## src/hdl/encspd_pkg.sv

```systemverilog
`timescale 1ns / 1ps
`default_nettype none
// ----------------------------------------------------------------------------
// encspd_pkg
// Widths, types and constants for the encoder speed and turn tracker.
// ----------------------------------------------------------------------------
package encspd_pkg;

    localparam int ANGLE_W    = 12;
    localparam int INTERVAL_W = 24;
    localparam int SPEED_W    = 26;
    localparam int STEP_W     = 13;
    localparam int TURNS_W    = 32;
    localparam int MAG_W      = 12;
    localparam int PROD_W     = 25;
    localparam int SCALE_W    = 14;
    localparam int IN_W       = 40;
    localparam int OUT_W      = 72;
    localparam int CNT_W      = 5;

    localparam logic [SCALE_W-1:0] RPM_SCALE = 14'd14648;
    localparam logic [STEP_W-1:0]  HALF_TURN = 13'sd2048;
    localparam logic [STEP_W-1:0]  FULL_TURN = 13'd4096;

    typedef logic [ANGLE_W-1:0]           angle_t;
    typedef logic [INTERVAL_W-1:0]        interval_t;
    typedef logic signed [SPEED_W-1:0]    speed_t;
    typedef logic signed [STEP_W-1:0]     step_t;
    typedef logic signed [TURNS_W-1:0]    turns_t;
    typedef logic [PROD_W-1:0]            prod_t;

endpackage
`default_nettype wire

```

## src/hdl/encoder_speed_and_turn_tracker.sv

```systemverilog
`timescale 1ns / 1ps
`default_nettype none
// ----------------------------------------------------------------------------
// encoder_speed_and_turn_tracker
// Wrap-aware angle step, signed turn count and RPM estimate per sample.
// ----------------------------------------------------------------------------
// One input transaction gives one output transaction. The step and turn count
// are settled in the accept cycle; the speed |step|*14648/interval is formed
// by a bit-serial shift-add multiplier (one step bit per cycle) followed by a
// restoring divider (one quotient bit per cycle). The output register is
// loaded from the done state once the divider finishes, and a new item is
// accepted the cycle after that load even while the result still waits on the
// output side, so the block does not take a new item before the last one is
// loaded. A result left waiting on the output side holds the next one in its
// load cycle. A zero interval gives speed 0.
module encoder_speed_and_turn_tracker
(
    input  wire logic        clk,
    input  wire logic        rst_n,
    input  wire logic        s_axis_tvalid,
    output logic             s_axis_tready,
    // [11:0] angle, [35:12] interval_us, [39:36] zero
    input  wire logic [39:0] s_axis_tdata,
    output logic             m_axis_tvalid,
    input  wire logic        m_axis_tready,
    // [25:0] speed, [38:26] angle_step, [70:39] turns, [71] zero
    output logic [71:0]      m_axis_tdata
);

    localparam logic [1:0] ST_IDLE = 2'd0;
    localparam logic [1:0] ST_MUL  = 2'd1;
    localparam logic [1:0] ST_DIV  = 2'd2;
    localparam logic [1:0] ST_DONE = 2'd3;

    localparam logic [encspd_pkg::CNT_W-1:0] MUL_LAST =
        encspd_pkg::CNT_W'(encspd_pkg::MAG_W - 1);
    localparam logic [encspd_pkg::CNT_W-1:0] DIV_LAST =
        encspd_pkg::CNT_W'(encspd_pkg::PROD_W - 1);

    logic [1:0] state_reg, state_next;
    logic [encspd_pkg::CNT_W-1:0] cnt_reg, cnt_next;

    encspd_pkg::angle_t    prev_reg, prev_next;
    encspd_pkg::turns_t    turns_reg, turns_next;
    encspd_pkg::step_t     step_reg, step_next;
    encspd_pkg::interval_t div_reg, div_next;
    logic [encspd_pkg::MAG_W-1:0] mag_reg, mag_next;
    encspd_pkg::prod_t     kshift_reg, kshift_next;
    encspd_pkg::prod_t     acc_reg, acc_next;
    logic [encspd_pkg::INTERVAL_W-1:0] rem_reg, rem_next;

    logic out_valid_reg, out_valid_next;
    encspd_pkg::speed_t out_speed_reg, out_speed_next;
    encspd_pkg::step_t  out_step_reg, out_step_next;
    encspd_pkg::turns_t out_turns_reg, out_turns_next;

    logic                  in_fire;
    logic                  load;
    encspd_pkg::angle_t    in_angle;
    encspd_pkg::interval_t in_interval;
    encspd_pkg::step_t     diff;
    encspd_pkg::step_t     step_abs;
    logic [encspd_pkg::PROD_W-1:0] rem_sh;
    logic [encspd_pkg::PROD_W:0]   rem_sub;
    logic [encspd_pkg::SPEED_W-1:0] q_ext;

    assign in_angle    = s_axis_tdata[11:0];
    assign in_interval = s_axis_tdata[35:12];
    assign in_fire     = s_axis_tvalid && s_axis_tready;
    assign s_axis_tready = (state_reg == ST_IDLE);
    assign load = (state_reg == ST_DONE) && (!out_valid_reg || m_axis_tready);

    assign diff = encspd_pkg::step_t'({1'b0, in_angle}) -
                  encspd_pkg::step_t'({1'b0, prev_reg});

    assign rem_sh  = {rem_reg, acc_reg[encspd_pkg::PROD_W-1]};
    assign rem_sub = {1'b0, rem_sh} - {2'b00, div_reg};
    assign q_ext   = {1'b0, acc_reg};

    always_comb
    begin
        state_next  = state_reg;
        cnt_next    = cnt_reg;
        prev_next   = prev_reg;
        turns_next  = turns_reg;
        step_next   = step_reg;
        div_next    = div_reg;
        mag_next    = mag_reg;
        kshift_next = kshift_reg;
        acc_next    = acc_reg;
        rem_next    = rem_reg;
        step_abs    = '0;
        out_valid_next = out_valid_reg;
        out_speed_next = out_speed_reg;
        out_step_next  = out_step_reg;
        out_turns_next = out_turns_reg;

        if (out_valid_reg && m_axis_tready)
        begin
            out_valid_next = 1'b0;
        end

        unique case (state_reg)
            ST_IDLE:
            begin
                if (in_fire)
                begin
                    if (diff > $signed(encspd_pkg::HALF_TURN))
                    begin
                        step_next  = diff - encspd_pkg::FULL_TURN;
                        turns_next = turns_reg - 32'sd1;
                    end
                    else if (diff < -$signed(encspd_pkg::HALF_TURN))
                    begin
                        step_next  = diff + encspd_pkg::FULL_TURN;
                        turns_next = turns_reg + 32'sd1;
                    end
                    else
                    begin
                        step_next = diff;
                    end
                    step_abs    = step_next[encspd_pkg::STEP_W-1] ? -step_next : step_next;
                    mag_next    = step_abs[encspd_pkg::MAG_W-1:0];
                    prev_next   = in_angle;
                    div_next    = in_interval;
                    kshift_next = encspd_pkg::PROD_W'(encspd_pkg::RPM_SCALE);
                    acc_next    = '0;
                    cnt_next    = '0;
                    state_next  = ST_MUL;
                end
            end
            ST_MUL:
            begin
                if (mag_reg[0])
                begin
                    acc_next = acc_reg + kshift_reg;
                end
                mag_next    = mag_reg >> 1;
                kshift_next = kshift_reg << 1;
                if (cnt_reg == MUL_LAST)
                begin
                    cnt_next   = '0;
                    rem_next   = '0;
                    state_next = ST_DIV;
                end
                else
                begin
                    cnt_next = cnt_reg + 1'b1;
                end
            end
            ST_DIV:
            begin
                if (!rem_sub[encspd_pkg::PROD_W])
                begin
                    rem_next = rem_sub[encspd_pkg::INTERVAL_W-1:0];
                    acc_next = {acc_reg[encspd_pkg::PROD_W-2:0], 1'b1};
                end
                else
                begin
                    rem_next = rem_sh[encspd_pkg::INTERVAL_W-1:0];
                    acc_next = {acc_reg[encspd_pkg::PROD_W-2:0], 1'b0};
                end
                if (cnt_reg == DIV_LAST)
                begin
                    state_next = ST_DONE;
                end
                else
                begin
                    cnt_next = cnt_reg + 1'b1;
                end
            end
            ST_DONE:
            begin
                if (load)
                begin
                    out_valid_next = 1'b1;
                    out_step_next  = step_reg;
                    out_turns_next = turns_reg;
                    if (div_reg == '0)
                    begin
                        out_speed_next = '0;
                    end
                    else if (step_reg[encspd_pkg::STEP_W-1])
                    begin
                        out_speed_next = -$signed(q_ext);
                    end
                    else
                    begin
                        out_speed_next = $signed(q_ext);
                    end
                    state_next = ST_IDLE;
                end
            end
            default:
            begin
                state_next = ST_IDLE;
            end
        endcase
    end

    always_ff @(posedge clk or negedge rst_n)
    begin
        if (!rst_n)
        begin
            state_reg     <= ST_IDLE;
            cnt_reg       <= '0;
            prev_reg      <= '0;
            turns_reg     <= '0;
            out_valid_reg <= 1'b0;
        end
        else
        begin
            state_reg     <= state_next;
            cnt_reg       <= cnt_next;
            prev_reg      <= prev_next;
            turns_reg     <= turns_next;
            out_valid_reg <= out_valid_next;
        end
    end

    always_ff @(posedge clk)
    begin
        step_reg      <= step_next;
        div_reg       <= div_next;
        mag_reg       <= mag_next;
        kshift_reg    <= kshift_next;
        acc_reg       <= acc_next;
        rem_reg       <= rem_next;
        out_speed_reg <= out_speed_next;
        out_step_reg  <= out_step_next;
        out_turns_reg <= out_turns_next;
    end

    assign m_axis_tvalid = out_valid_reg;
    assign m_axis_tdata  = {1'b0, out_turns_reg, out_step_reg, out_speed_reg};

    a_accept_starts_mul: assert property (@(posedge clk) disable iff (!rst_n)
        in_fire |=> state_reg == ST_MUL)
        else $error("accepted transaction did not start multiply");

    a_turns_only_on_accept: assert property (@(posedge clk) disable iff (!rst_n)
        !in_fire |=> $stable(turns_reg))
        else $error("turn count changed without a transaction");

    a_zero_interval_speed: assert property (@(posedge clk) disable iff (!rst_n)
        (load && div_reg == '0) |=> out_speed_reg == '0)
        else $error("zero interval gave nonzero speed");

    a_div_cnt_range: assert property (@(posedge clk) disable iff (!rst_n)
        state_reg == ST_DIV |-> cnt_reg <= DIV_LAST)
        else $error("divider count out of range");

    a_load_sets_valid: assert property (@(posedge clk) disable iff (!rst_n)
        load |=> out_valid_reg && state_reg == ST_IDLE)
        else $error("result load did not raise tvalid");

endmodule
`default_nettype wire
```

## config.mk

```make
export PLATFORM = sky130hd
export DESIGN_NAME = encoder_speed_and_turn_tracker
export DESIGN_NICKNAME = d
export VERILOG_FILES = /design/src/hdl/encspd_pkg.sv /design/src/hdl/encoder_speed_and_turn_tracker.sv
export SDC_FILE = /design/constraint.sdc
export NUM_CORES = 1
export LEC_CHECK = 0
export ABC_AREA = 1
export BUFFER_PORTS_ARGS = -buffer_cell sky130_fd_sc_hd__buf_2
export CORE_UTILIZATION = 24
export DETAILED_ROUTE_END_ITERATION = 8
export PLACE_DENSITY_LB_ADDON = 0.25
export REMOVE_ABC_BUFFERS = 1
export SETUP_SLACK_MARGIN = 0.4
export SLEW_MARGIN = 20
export SYNTH_ARGS = -nofsm -noshare
export SYNTH_HDL_FRONTEND = slang
export SYNTH_SLANG_ARGS = --single-unit
export TNS_END_PERCENT = 10
```

## constraint.sdc

```tcl
create_clock -name clk -period 5.5 [get_ports clk]
set_clock_uncertainty 0.05 [all_clocks]
set_input_delay 0.825 -clock clk [delete_from_list [all_inputs] [get_ports clk]]
set_output_delay 0.825 -clock clk [all_outputs]
set_load 0.05 [all_outputs]
```

==> results of run 1 <==
worst min path at each step:
stage,startpoint,to,slack [ns]
after floorplan,step_reg[0]$_DFFE_PP_,out_step_reg[0]$_DFFE_PP_,0.35
after CTS,step_reg[2]$_DFFE_PP_,out_step_reg[2]$_DFFE_PP_,0.37
final,step_reg[2]$_DFFE_PP_,out_step_reg[2]$_DFFE_PP_,0.37
after global placement,step_reg[9]$_DFFE_PP_,out_step_reg[9]$_DFFE_PP_,0.35
after detailed placement,step_reg[9]$_DFFE_PP_,out_step_reg[9]$_DFFE_PP_,0.36
after global routing,step_reg[9]$_DFFE_PP_,out_step_reg[9]$_DFFE_PP_,0.38
stage by stage:
step | setup slack (ns) | utilization (%) | hold WS (ns) | std cells
2_1_floorplan | 0.637 | - | 0.350 | 1680
3_3_place_gp | 0.225 | 26.9 | 0.352 | 2592
3_5_place_dp | 0.195 | 27.0 | 0.356 | 2593
4_1_cts | 0.757 | 28.9 | 0.369 | 2656
5_1_grt | 0.418 | 28.9 | 0.379 | 2656
6_report | 0.795 | 28.9 | 0.365 | 2656
synth_stat cells, types with 5 or more instances:
master    number  area, um2
nand2_1      355       1330
inv_1        227        852
edfxtp_1     191       5740
nor2_1       167        627
o21ai_0      132        661
a21oi_1      131        656
ha_1          96       1200
nand3_1       74        370
dfrtp_1       52       1300
xor2_1        35        307
nand2_2       28        175
nand4_1       24        150
nor3_1        23        115
xnor2_1       23        201
o21ai_2       21        184
clkbuf_1      20       75.1
o22ai_1       16        100
nor4_1        11       68.8
or2_2         11       68.8
a21o_1        10       75.1
o21bai_1       8       60.1
a31oi_1        7       43.8
o21a_1         6       45.0
a211oi_1       5       37.5
routing by layer:
layer | vias up | part of all wire (%) | GRT usage [%]
met5 | - | 0 | 0
met4 | 0 | 3.1 | 4.75
met3 | 75 | 4.2 | 2.32
met2 | 207 | 46 | 20.4
met1 | 5460 | 47 | 15.6
li1 | 6071 | - | -
cells by family after synthesis:
group,Yosys count
buf+inv,260
compound gates,350
xor+xnor,58
flops,243
simple gates,699
fa+ha+maj,100
other cells,1
critical path, cell delays in order:
cell	delay, ns
buf_2	0.08
inv_1	0.05
ha_1	0.20
inv_1	0.13
fa_1	0.44
inv_1	0.11
ha_1	0.19
a21boi_0	0.19
nand3_1	0.15
nor2_2	0.15
nand3_2	0.10
nor2_4	0.15
nand2_2	0.09
nand2_2	0.08
inv_1	0.16
buf_12	0.21
ha_1	0.34
a21oi_1	0.22
o21ai_0	0.15
a21oi_1	0.14
o21ai_0	0.10
buf_4	0.17
a21oi_1	0.29
o21ai_0	0.13
nand2_1	0.07
nand2_1	0.05
nand2_1	0.06
nand2_1	0.05
final cells by class:
class	count	area, um2	area share [%]
Clock buffer	44	962	5.50
Clock inverter	19	160	0.916
Inverter	229	860	4.92
Multi-Input combinational cell	1208	6750	38.6
Sequential cell	243	7040	40.3
Tap cell	782	978	5.60
Timing Repair Buffer	131	736	4.21
==> flow_summary.json, run 1 <==
{
  "max-cap-violations": 0,
  "route.detailed.wl_per_inst_um": 14.6,
  "placedInstanceArea_mm2": 0.0164,
  "core_region_area_mm2": 0.0606,
  "portBuffers": 112,
  "worstHoldPathCells": 0,
  "floorplan.initialDensity_pct": 24.4,
  "wirelength_um": 38800,
  "area_added_between_synthesis_and_finish_pct": 18.2,
  "muxShareOfSynthArea_pct": 0,
  "globalRouteOverflowTotal": 0,
  "setup-tns-final_ns": 0,
  "hold_path.class": "flip-flop to flip-flop",
  "maxSlewHeadroom_pct": 38.6,
  "synth_cells": 1711,
  "synth-compound-area-share_pct": 13.3,
  "vias": 11813,
  "groute.usage.overall_pct": 12.2,
  "critical_path.endpoint": "turns_reg[25]$_DFFE_PN0P_",
  "synth_area_per_cell_um2": 8.65,
  "worstPathArrival_ns": 5.09,
  "gpl_congestion": 0.856,
  "dieHeight_um": 250,
  "clk_pin_slew_ns": 0.05,
  "dieArea_mm2": 0.0626,
  "final_layout_size_suffix_gt1_share_pct": 13.6,
  "ctsHtreeMaxLevel": 2,
  "period_minus_slack_ns": 4.70,
  "worstRegToRegCells": 26,
  "timing.rr.end": "turns_reg[25]$_DFFE_PN0P_",
  "final-max-slew-violation-count": 0,
  "outcome": "complete, no violations",
  "maximum_number_of_pins_on_one_net_before_global_route_repair": 60,
  "route.detailed.vias_per_inst": 4.45,
  "clk_path_buf_depth": 3,
  "required_ns": 5.88,
  "main_combinational_cell_family_by_area_after_synthesis": "simple AND/OR/NAND/NOR gates",
  "worst_slew_pin_slew_ns": 0.919,
  "synth-edff-count": 191,
  "final_area_mm2": 0.0175,
  "io_pins": 118,
  "grt_first_pass_wirelength_um": 61300,
  "synth-async-reset-ratio_pct": 21.4,
  "worstSetupEndpointType": "flip-flop",
  "synth_seq_cells": 243,
  "regToRegStartpoint": "prev_reg[0]$_DFFE_PN0P_",
  "dp.final_hpwl_um": 28800,
  "drc": 0,
  "ys_warn_count": 0,
  "post_synthesis_share_of_cell_area_spent_on_xor_and_xnor_gates_pct": 3.43,
  "layout.cells.most_common_list": "nand2_1, inv_1, edfxtp_1",
  "hold_viol": 0,
  "finalSetupViolCount": 0,
  "cts_tree": "done",
  "detail_route.iter0.violations": 535,
  "finalCritPeriodShare_pct": 85.5,
  "maxClockFrequency_mhz": 213,
  "post_synth_and_or_nand_nor_area_fraction_pct": 20.0,
  "ctsRootBufferMaster": "clkbuf_16",
  "setup.worst_path.start_class": "input pin",
  "layout.filler_cells": 6524,
  "first_pass_iters": 5,
  "post_cts_hold_buffer_count": 0,
  "cts_resized": 0,
  "layout_commonest_cell": "nand2_1",
  "antenna_violating_nets_post_route": 0,
  "rrSetupSlack_ns": 0.84,
  "num_rows": 90,
  "tritoncts_buffers": 35,
  "syn-cell-area_mm2": 0.0148,
  "finalNetCount": 1992,
  "antenna_violations_before_repair": 0,
  "rsz0062_at_grt": "false",
  "worst_skew_pair.late_latency_ns": 0.54,
  "die_width_um": 250,
  "startpoint": "s_axis_tdata[0]",
  "synth.distinct_cells": 43,
  "first_global_vias": 11752,
  "antennaDiodeCount": 0,
  "dominantRegCellSynth": "edfxtp_1",
  "post-cts-setup-buffer-count": 0,
  "worstSetupPathType": "input pin to flip-flop",
  "highest_fanout_seen_on_the_critical_path": 26,
  "synthAdderAreaFrac_pct": 8.66,
  "ys_seq_area_share_pct": 47.6,
  "cts.sinks": 243
}
Power of run 1 is not shown: default switching activity piles up to over one toggle a cycle in this logic, so the estimate is an artifact.
==> run 2: changes to the inputs <==
Settings changed: CORE_UTILIZATION 24 to 45, MAX_ROUTING_LAYER from default to met4, TNS_END_PERCENT 10 to 50.
==> run 2 against run 1 <==
Net effect: first-iteration DRC count is 33% higher; critical path depth is 1 higher; worst setup slack got worse by 0.059 ns; utilization grew 23 points; fmax fell by 1.2%; sequential share of layout area increased by 1.8 points; die area shrank 46%; count of clock-buffer cells in the layout down 15; largest cell class unchanged.
==> flow_summary.json, run 2 (synthesis results as in run 1) <==
{
  "first_global_vias": 11293,
  "critPathSlowestCell": "fa_1",
  "antenna_violations_before_repair": 0,
  "ctsRootBufferMaster": "clkbuf_16",
  "final_layout_size_suffix_gt1_share_pct": 12.8,
  "hold_viol": 0,
  "finish.cell_count_without_fillers": 2298,
  "worst_slew_pin_slew_ns": 0.852,
  "finalCritPeriodShare_pct": 86.6,
  "worstPathArrival_ns": 5.14,
  "core_region_area_mm2": 0.0325,
  "period_minus_slack_ns": 4.76,
  "clk_path_buf_depth": 3,
  "cts.sinks": 243,
  "rsz0062_at_grt": "false",
  "clk_pin_slew_ns": 0.06,
  "route.detailed.vias_per_inst": 5.11,
  "dp.final_hpwl_um": 25100,
  "placedInstanceArea_mm2": 0.0159,
  "drc": 0,
  "finalNetCount": 1980,
  "first_pass_iters": 5,
  "detail_route.iter0.violations": 712,
  "finalSetupViolCount": 0,
  "layout.cells.most_common_list": "nand2_1, inv_1, edfxtp_1",
  "outcome": "complete, no violations",
  "cts_resized": 0,
  "io_pins": 118,
  "maxClockFrequency_mhz": 210,
  "worstSetupPathType": "input pin to flip-flop",
  "globalRouteOverflowTotal": 0,
  "num_rows": 66,
  "vias": 11746,
  "required_ns": 5.88,
  "final_area_mm2": 0.0167,
  "hold_path.class": "input pin to async pin",
  "ctsHtreeMaxLevel": 1,
  "floorplan.initialDensity_pct": 45.6,
  "post_cts_hold_buffer_count": 0,
  "post-cts-setup-buffer-count": 0,
  "worst_skew_pair.late_latency_ns": 0.54,
  "wirelength_um": 33700,
  "grt_first_pass_wirelength_um": 55800,
  "area_added_between_synthesis_and_finish_pct": 13.2,
  "place_inst": 2249,
  "cts_tree": "done",
  "antennaDiodeCount": 0,
  "portBuffers": 112,
  "dieHeight_um": 183,
  "highest_fanout_seen_on_the_critical_path": 28,
  "layout_commonest_cell": "nand2_1",
  "critPathMostFrequentCell": "inv_1",
  "setup.worst_path.start_class": "input pin",
  "maximum_number_of_pins_on_one_net_before_global_route_repair": 62,
  "groute.usage.overall_pct": 21.0,
  "route.detailed.wl_per_inst_um": 14.7,
  "gpl_congestion": 0.939,
  "die_width_um": 183,
  "maxSlewHeadroom_pct": 43.2,
  "cp_slowest_stage_delay_ns": 0.45,
  "tritoncts_buffers": 27,
  "dieArea_mm2": 0.0336,
  "max-cap-violations": 0,
  "setup-tns-final_ns": 0,
  "antenna_violating_nets_post_route": 0,
  "final-max-slew-violation-count": 0,
  "worstSetupEndpointType": "flip-flop"
}
run 2: layout make-up:
class | count | area, um2
repair buffers | 127 | 698
inverters | 229 | 860
flip-flops and latches | 243 | 7040
clock inverters | 20 | 171
multi-input cells | 1208 | 6740
well taps | 442 | 553
clock buffers | 29 | 683
fillers | 3050 | 15700
run 2: through the flow:
stage | hold WS, ns | utilization (%) | setup slack, ns
5_1_grt | 0.381 | 51.6 | 0.417
2_1_floorplan | 0.350 | - | 0.637
3_5_place_dp | 0.358 | 48.9 | 0.216
3_3_place_gp | 0.355 | 48.9 | 0.325
4_1_cts | 0.373 | 51.6 | 0.777
6_report | 0.370 | 51.6 | 0.736
run 2: critical path: cells and delay by family:
family                     cells  cell delay (ns)
and+or+nand+nor               12             1.16
adders and majority gates      4             1.15
AOI/OAI and AO/OA              5             1.13
buffers and inverters          8             0.88
run 2: path summary, 6_finish.rpt:
kind	start	endpoint	slack, ns	cells after the start
max	s_axis_tdata[0]	turns_reg[31]$_DFFE_PN0P_	0.74	29
min	rst_n	turns_reg[26]$_DFFE_PN0P_	0.37	2
max reg2reg	prev_reg[0]$_DFFE_PN0P_	turns_reg[31]$_DFFE_PN0P_	0.76	27
min reg2reg	step_reg[9]$_DFFE_PP_	out_step_reg[9]$_DFFE_PP_	0.37	0
max in group asynchronous	rst_n	prev_reg[2]$_DFFE_PN0P_	4.56	2
min in group clk	step_reg[9]$_DFFE_PP_	out_step_reg[9]$_DFFE_PP_	0.37	0
run 2: layer usage:
metal,part of all wire (%),up-vias,track usage [%]
li1,-,6046,-
met1,49,5415,28.5
met2,45,236,33.7
met3,4.4,49,2.54
met4,2.2,0,4.60
met5,0,-,-
Power of run 2 is left out for the same reason.
==> run 3: changes to the inputs <==
Settings changed: CORE_UTILIZATION 45 to 61.
==> run 3 against run 2 <==
Net effect: count of clock-buffer cells in the layout up 7; wire length increased by 0.79%; global-route usage rose by 7.4 points; flip-flop and latch count did not move; worst hold slack worse by 0.013 ns.
==> flow_summary.json, run 3 (synthesis results as in run 1) <==
{
  "outcome": "complete, no violations",
  "post-cts-setup-buffer-count": 0,
  "worst_skew_pair.late_latency_ns": 0.54,
  "hold_path.class": "input pin to async pin",
  "cp_slowest_stage_delay_ns": 0.46,
  "area.sequential_mm2": 0.00704,
  "num_rows": 56,
  "critPathMostFrequentCell": "inv_1",
  "antenna_violations_before_repair": 0,
  "io_pins": 118,
  "finalSetupViolCount": 0,
  "final_layout_size_suffix_gt1_share_pct": 13.2,
  "grt_first_pass_wirelength_um": 54400,
  "first_pass_iters": 6,
  "layout_commonest_cell": "nand2_1",
  "rsz0062_at_grt": "false",
  "cts_tree": "done",
  "required_ns": 5.87,
  "worst_slew_pin_slew_ns": 1.07,
  "hold_viol": 0,
  "dp.final_hpwl_um": 24800,
  "worstRegToRegCells": 27,
  "highest_fanout_seen_on_the_critical_path": 16,
  "maximum_number_of_pins_on_one_net_before_global_route_repair": 61,
  "gpl_congestion": 0.938,
  "layout.cells.most_common_list": "nand2_1, inv_1, edfxtp_1",
  "antennaDiodeCount": 0,
  "first_global_vias": 11397,
  "die_width_um": 158,
  "multiInputGateArea_mm2": 0.00674,
  "period_minus_slack_ns": 4.65,
  "worstPathArrival_ns": 5.02,
  "maxClockFrequency_mhz": 215,
  "groute.usage.overall_pct": 28.4,
  "worstSetupEndpointType": "flip-flop",
  "wirelength_um": 34000,
  "maxSlewHeadroom_pct": 28.6,
  "place_inst": 2125,
  "final_area_mm2": 0.0166,
  "clk_pin_slew_ns": 0.06,
  "setup-tns-final_ns": 0,
  "floorplan.initialDensity_pct": 62.6,
  "setup.worst_path.start_class": "input pin",
  "ctsHtreeMaxLevel": 1,
  "antenna_violating_nets_post_route": 0,
  "area_added_between_synthesis_and_finish_pct": 12.5,
  "finalCritPeriodShare_pct": 84.5,
  "drc": 0,
  "detail_route.iter0.violations": 964,
  "utilization_pct": 70.5,
  "cts.sinks": 243,
  "dieHeight_um": 158,
  "layout.filler_cells": 1842,
  "portBuffers": 112,
  "final-max-slew-violation-count": 0,
  "finalNetCount": 1978,
  "critPathSlowestCell": "fa_1",
  "vias": 12016,
  "placedInstanceArea_mm2": 0.0157,
  "tritoncts_buffers": 26,
  "route.detailed.vias_per_inst": 5.53,
  "core_region_area_mm2": 0.0236,
  "max-cap-violations": 0,
  "clk_path_buf_depth": 3,
  "route.detailed.wl_per_inst_um": 15.6,
  "globalRouteOverflowTotal": 0,
  "finish.cell_count_without_fillers": 2173,
  "ctsRootBufferMaster": "clkbuf_16",
  "dieArea_mm2": 0.0249,
  "rrSetupSlack_ns": 0.90,
  "worstSetupPathType": "input pin to flip-flop"
}
-- run 3: worst paths after layout --
path / to / from
min in group clk: out_step_reg[10]$_DFFE_PP_ / step_reg[10]$_DFFE_PP_
max in group asynchronous: turns_reg[13]$_DFFE_PN0P_ / rst_n
max reg2reg: turns_reg[31]$_DFFE_PN0P_ / prev_reg[0]$_DFFE_PN0P_
min reg2reg: out_step_reg[10]$_DFFE_PP_ / step_reg[10]$_DFFE_PP_
min: prev_reg[1]$_DFFE_PN0P_ / rst_n
max: turns_reg[31]$_DFFE_PN0P_ / s_axis_tdata[0]
-- run 3: repair_timing --
item                                    in CTS  in global routing
endpoints found under the setup margin       0                  1
gates resized for setup                      0                  1
hold buffers                                 0                  0
-- run 3: final cells by class --
cell class                      count  area share (%)
Inverter                          229            5.17
Multi-Input combinational cell   1208            40.5
Timing Repair Buffer              126            4.08
Clock inverter                     12           0.902
Clock buffer                       36            4.68
Tap cell                          319            2.40
Sequential cell                   243            42.3
-- run 3: through the flow --
stage | hold WS (ns) | worst slack (ns)
4_1_cts | 0.371 | 0.755
3_5_place_dp | 0.358 | 0.205
2_1_floorplan | 0.350 | 0.637
6_report | 0.357 | 0.853
3_3_place_gp | 0.354 | 0.370
5_1_grt | 0.379 | 0.454
-- run 3: layer usage --
metal / track usage (%) / vias up / part of all wire [%]
met5: - / - / 0
met4: 9.02 / 0 / 3.0
met3: 2.96 / 82 / 5.5
met2: 46.0 / 353 / 46
met1: 37.5 / 5547 / 45
li1: - / 6034 / -
-- run 3: critical path, delay by kind of cell --
family | cells | cell delay (ns)
AND/OR/NAND/NOR | 12 | 1.13
adder cells (fa/ha/maj) | 4 | 1.19
buffers and inverters | 8 | 0.87
AO/OA/AOI/OAI | 5 | 0.99
Power of run 3 is left out for the same reason.
